--- config.mk ---
export PLATFORM = sky130hd
export DESIGN_NAME = tcgw_queue
export DESIGN_NICKNAME = d
export VERILOG_FILES = /design/src/rtl/tcgw_pkg.sv /design/src/rtl/tcgw_queue.sv
export SDC_FILE = /design/constraint.sdc
export NUM_CORES = 1
export LEC_CHECK = 0
export BUFFER_PORTS_ARGS = -buffer_cell sky130_fd_sc_hd__clkbuf_2
export CAP_MARGIN = 10
export CELL_PAD_IN_SITES_DETAIL_PLACEMENT = 1
export CELL_PAD_IN_SITES_GLOBAL_PLACEMENT = 1
export CORE_AREA = 2 2 261 263
export CTS_BUF_LIST = sky130_fd_sc_hd__clkbuf_8
export CTS_CLUSTER_DIAMETER = 100
export DETAILED_ROUTE_END_ITERATION = 16
export DIE_AREA = 0 0 263 265
export PLACE_DENSITY_LB_ADDON = 0.1
export SLEW_MARGIN = 20
export SYNTH_ARGS = -nofsm -noshare
export SYNTH_HDL_FRONTEND = slang
export SYNTH_SLANG_ARGS = --single-unit
--- constraint.sdc ---
create_clock -name clk -period 26.9 [get_ports clk]
set_input_delay 5.38 -clock clk [delete_from_list [all_inputs] [get_ports clk]]
set_output_delay 5.38 -clock clk [all_outputs]
set_load 0.01 [all_outputs]
--- src/rtl/tcgw_pkg.sv ---
// Types, widths and arithmetic helpers for the triangle gradient weight block.
`timescale 1ns / 1ps
`default_nettype none
package tcgw_pkg;

	localparam int COORD_W     = 32;
	localparam int FIELD_W     = 32;
	localparam int THR_W       = 16;
	localparam int THR_SH      = 32;
	localparam int NUM_SH      = 64;
	localparam int AREA_SH     = 34;
	localparam int WQ_W        = 32;
	localparam int AREA_OUT_W  = 64;

	localparam int DIFF_W      = COORD_W + 1;
	localparam int LIMB_W      = DIFF_W;
	localparam int PROD_W      = 2 * DIFF_W;
	localparam int CROSS_W     = PROD_W + 1;
	localparam int MAG_W       = PROD_W;
	localparam int SQ_W        = 2 * MAG_W;
	localparam int S_LIMBS     = SQ_W / LIMB_W;
	localparam int P_LIMBS     = MAG_W / LIMB_W;
	localparam int M_W         = MAG_W + SQ_W;
	localparam int DD_W        = SQ_W + NUM_SH;
	localparam int AQ_W        = (SQ_W - AREA_SH + 1) / 2;
	localparam int R1_W        = MAG_W + 2 * WQ_W + 1;
	localparam int R2_W        = M_W + 2 * WQ_W + 1;
	localparam int RA_W        = 2 * AQ_W + 1;
	localparam int ROOT_STAGES = AQ_W;
	localparam int RESULT_LAT  = ROOT_STAGES + 11;

	typedef struct packed {
		logic signed [FIELD_W-1:0] a_x;
		logic signed [FIELD_W-1:0] a_y;
		logic signed [FIELD_W-1:0] a_z;
		logic signed [FIELD_W-1:0] b_x;
		logic signed [FIELD_W-1:0] b_y;
		logic signed [FIELD_W-1:0] b_z;
		logic signed [FIELD_W-1:0] c_x;
		logic signed [FIELD_W-1:0] c_y;
		logic signed [FIELD_W-1:0] c_z;
	} vtx_t;

	typedef struct packed {
		logic                      ok;
		logic signed [WQ_W-1:0]    weight_first;
		logic signed [WQ_W-1:0]    weight_second;
		logic [AREA_OUT_W-1:0]     tri_area;
	} res_t;

	typedef struct packed {
		logic [2:0][MAG_W-1:0] crm;
		logic [MAG_W-1:0]      dotm;
		logic                  neg;
		logic [MAG_W-1:0]      p;
		logic                  pbad;
	} fq_t;

	typedef struct packed {
		logic             take;
		logic [R2_W-1:0]  r;
		logic [R2_W-1:0]  u;
	} root_t;

	function automatic logic [MAG_W-1:0] mag_of(input logic signed [CROSS_W-1:0] v);
		logic [CROSS_W-1:0] n;
		n = -v;
		return v[CROSS_W-1] ? n[MAG_W-1:0] : v[MAG_W-1:0];
	endfunction

	// One bit of the search for the largest q with q*q*m <= r0.
	// r holds r0 - q*q*m, u holds q*m.
	function automatic root_t root_step(input logic [R2_W-1:0] r, input logic [R2_W-1:0] u,
		input logic [R2_W-1:0] m, input int b);
		root_t o;
		logic [R2_W-1:0] term;
		term   = (u << (b + 1)) + (m << (2 * b));
		o.take = (term <= r);
		o.r    = o.take ? (r - term) : r;
		o.u    = o.take ? (u + (m << b)) : u;
		return o;
	endfunction

endpackage
`default_nettype wire

--- src/rtl/tcgw_queue.sv ---
// Two-entry item queue between the front end and the root pipeline.
`timescale 1ns / 1ps
`default_nettype none
module tcgw_queue (
	input  logic          clk,
	input  logic          arst_n,
	input  logic          push,
	input  tcgw_pkg::fq_t din,
	input  logic          pop,
	output logic          full,
	output logic          vld,
	output tcgw_pkg::fq_t dout
);
	import tcgw_pkg::*;

	fq_t        ent_q [2];
	logic       wp_q, rp_q;
	logic [1:0] cnt_q;

	always_ff @(posedge clk or negedge arst_n) begin
		if (!arst_n) begin
			wp_q  <= 1'b0;
			rp_q  <= 1'b0;
			cnt_q <= 2'd0;
		end else begin
			if (push) begin
				wp_q <= ~wp_q;
			end
			if (pop) begin
				rp_q <= ~rp_q;
			end
			cnt_q <= cnt_q + 2'(push) - 2'(pop);
		end
	end

	always_ff @(posedge clk) begin
		if (push) begin
			ent_q[wp_q] <= din;
		end
	end

	assign full = (cnt_q == 2'd2);
	assign vld  = (cnt_q != 2'd0);
	assign dout = ent_q[rp_q];

endmodule
`default_nettype wire

---- Word-level counts from Yosys, hierarchy flattened ----
Memories as Yosys holds them, arrays and structs flattened.
Index checks and enable logic that the tools add are counted.
word-level totals
  memories kept ........................... 1
  output and inout bits ................... 334
  memory bits (writable) .................. 664
  register bits after elaboration ......... 4
  logic and storage cells ................. 12
memories
  memory  words  width  rd ports  clocked after Yosys merged registers in  write ports  RTL line          source
  ent_q   2      332    1         0                                        1            tcgw_queue.sv:16  fq_t ent_q [2];
cells by class
  equality and inequality tests ........... 1
  $add $sub $neg .......................... 2
  bitwise logic cells ..................... 2
  mux-type cells .......................... 2
  reductions and logical operators ........ 1
operators with widths
  cell                                         number
  2-bit by 1-bit adder with 2-bit output       1
  2-bit equality test, second input constant   1
  1-bit 2-to-1 mux                             2
  1-bit inverter                               2
  2-bit nonzero test                           1
  2-bit by 1-bit subtractor with 2-bit output  1

---- Logic depth before layout (Yosys ltp) ----
  depth after elaboration ................. 2
  depth in mapped cells ................... 5

---- Least setup slack after synthesis ----
No wires, ideal clock.
  path kind ............................... input to register
  start ................................... input push
  end ..................................... memory ent_q[0][0] (netlist bit) (enable)
  stages on the path ...................... 1
  slack ................................... 6.186 ns
  arrival ................................. 19.642 ns
  cell sequence ........................... nor2b_1
on the way
  longest elaborated chain between the ends .. 2
RTL lines
  item                                    RTL line          source
  start: declaration                      tcgw_queue.sv:7   input logic push,
  1-bit 2-to-1 mux                        tcgw_queue.sv:37  if (push) begin
  1-bit 2-to-1 mux (not written as such)  tcgw_queue.sv:38  ent_q[wp_q] <= din;
  end: declaration                        tcgw_queue.sv:16
Every way passes these cells.

==> results.cfg <==
[global_route]
grt_overflow = 0
grt_max_degree = 144
antenna_found_initial = 15
grt_pass1_vias = 13834
grt_pass1_wl_um = 94860
grt_use_total_pct = 18.89

[setup_path]
cpMostUsedCell = buf_4
cp-endpoint = dout[297]
crit_cells = 4
crit_type = register to output port
cp.required_ns = 21.52
timing.rr.start = wp_q
critPathBufInv = 3
cp_max_fo = 70
critPathLaunchType = register
cp_slowest_stage_delay_ns = 0.95
crit_start = rp_q
crit_arrival_ns = 4.06
cpLargestDelayFamily = buffers and inverters
timing.rr.end = ent_q[1][184]
r2r_setup_slack_ns = 23.36
crit_chain = buf_4 > buf_4 > mux2_2 > clkbuf_2
endpoint_kind = output port
r2r.worst_path.cells = 3
critical_path.slowest_cell = dfrtp_4

[placement]
hpwlAfterDp_um = 48190
pre_cts_ws_ns = 17.93
port_buffers = 669
place_congestion = 0.8013

[logic_synthesis]
synthesis.nets = 1386
ys_ff_latch = 668
yosysUniqueCellTypes = 12
avgSynthCellArea_um2 = 23.14
synth_area_mm2 = 0.02426
synth_cells = 1048
synth_seq_area_share_pct = 82.62
ys_warn_count = 0

[clock_network]
htreeDepth = 3
clk_pin_slew_ns = 0.06
post-cts-setup-buffer-count = 0
cts_root_buf = clkbuf_8
clock_sinks = 668
cts_resized = 0
cts_hold_buf = 0
cts_tree = built
cts_buffers = 113
clk_path_buf_depth = 3
clock_latency_ns = 0.71

[floorplan]
coreArea_mm2 = 0.06680
boundaryPins = 670
die_x_um = 263
die_y_um = 265
die_area_mm2 = 0.06970
initial_core_util_pct = 36.31
row_count = 95

[finish]
nets = 2145
area_growth_pct = 25.72
final_common_cell = clkbuf_2
drive_above_1_share_pct = 60.74
utilization_pct = 45.65
final_cell_mix = clkbuf_2 (669), edfxtp_1 (664), mux2_2 (332)
fill_cells = 6554

[hold_path]
hp-class = register to register

[drt]
totalWireLength_um = 67480
detail_route.first_pass.iterations = 4
via_per_inst = 4.600
wl_per_cell_um = 24.24
drtIter0Drc = 750
vias = 12806
ant_nets = 0
drc = 0

[sta]
setup_viol_count_final = 0
final.min_clock_period_ns = 9.439
timing.fmax_ghz = 0.1059
worst_slew_pin_slew_ns = 1.017
rsz0062_at_grt = no
hold_viol = 0
tns_ns = 0
skew_ns = 0.03612
fin_crit_sh_pct = 35.09
fin_ws_ns = 17.46
finalMaxSlewViolations = 0
maxSlewHeadroom_pct = 32.21

[power]
power.density_mw_per_mm2 = 104.8
leakage_uw = 0.01165
ir_worst_vdd_v = 0.00006151

[outcome]
status = finished clean

[run]
cap_violations = 0
==> worst min path at each step <==
| stage | startpoint | endpoint | slack (ns) | depth (start not counted) |
|---|---|---|---|---|
| 6_report | wp_q | wp_q | 0.56 | 1 |
| 5_1_grt | wp_q | wp_q | 0.58 | 1 |
| 4_1_cts | wp_q | wp_q | 0.56 | 1 |
| 3_5_place_dp | wp_q | wp_q | 0.55 | 1 |
| 3_3_place_gp | wp_q | wp_q | 0.53 | 1 |
| 2_1_floorplan | wp_q | wp_q | 0.46 | 1 |
==> per-layer routing <==
| layer | up-vias | share of wire, % | global-route usage [%] | wire length [um] |
|---|---|---|---|---|
| met2 | 470 | 54 | 34.32 | 36420 |
| met5 | - | 0.067 | 0 | 45 |
| met1 | 6435 | 35 | 19.98 | 23550 |
| met3 | 121 | 8.0 | 6.948 | 5432 |
| met4 | 8 | 3.0 | 6.919 | 2028 |
| li1 | 5772 | - | - | - |
==> layout make-up <==
| cell class | count | area [um^2] | share of cell area [%] |
|---|---|---|---|
| repair buffers | 681 | 3455 | 11.33 |
| clock buffers | 117 | 1610 | 5.280 |
| well taps | 873 | 1092 | 3.582 |
| flip-flops and latches | 668 | 20040 | 65.72 |
| multi-input cells | 341 | 3840 | 12.59 |
| clock inverters | 86 | 407.9 | 1.338 |
| inverters | 2 | 7.507 | 0.02462 |
| diodes | 16 | 40.04 | 0.1313 |
==> registers in the layout, summed over array words and instances, names as in the netlist <==
register  flops
ent_q       664
wp_q          1
cnt_q         2
rp_q          1
==> cells in the mapped netlist (all sizes together) <==
library cell    n  share of area [%]
xor3            1              0.098
buf            37                1.6
inv             2              0.031
ha              2               0.10
nor2b           2              0.052
and2            1              0.026
or2             1              0.026
mux2          332                 15
edfxtp        664                 82
xor2            2              0.072
dfrtp           4               0.41
==> metrics by stage <==
stage / std cells / total power, uW / cell area, um^2 / hold slack, ns
finish: 2784 / 3195 / 30500 / 0.5582
floorplan: 1048 / 2131 / 24260 / 0.4555
global placement: 2565 / 2418 / 28430 / 0.5283
CTS: 2768 / 3259 / 30450 / 0.5599
global route: 2776 / 3353 / 30480 / 0.5835
detailed placement: 2565 / 2428 / 28430 / 0.5488
==> where the power goes <==
| part | internal, uW | switching (uW) | total [uW] |
|---|---|---|---|
| registers | 1380 | 63.9 | 1450 |
| clock network | 412 | 403 | 815 |
| logic | 393 | 540 | 933 |
==> cells by family (layout without fill, tap and decap cells) <==
| kind of cell | after synthesis | count (layout) | synth area share (%) |
|---|---|---|---|
| flops | 668 | 668 | 82.62 |
| mux | 332 | 332 | 15.41 |
| buf+inv | 39 | 886 | 1.594 |
| simple gates | 4 | 4 | 0.1032 |
| xor+xnor | 3 | 3 | 0.1702 |
| fa+ha+maj | 2 | 2 | 0.1032 |
| other cells | 0 | 16 | 0 |
(Power assumes the default switching activity.)
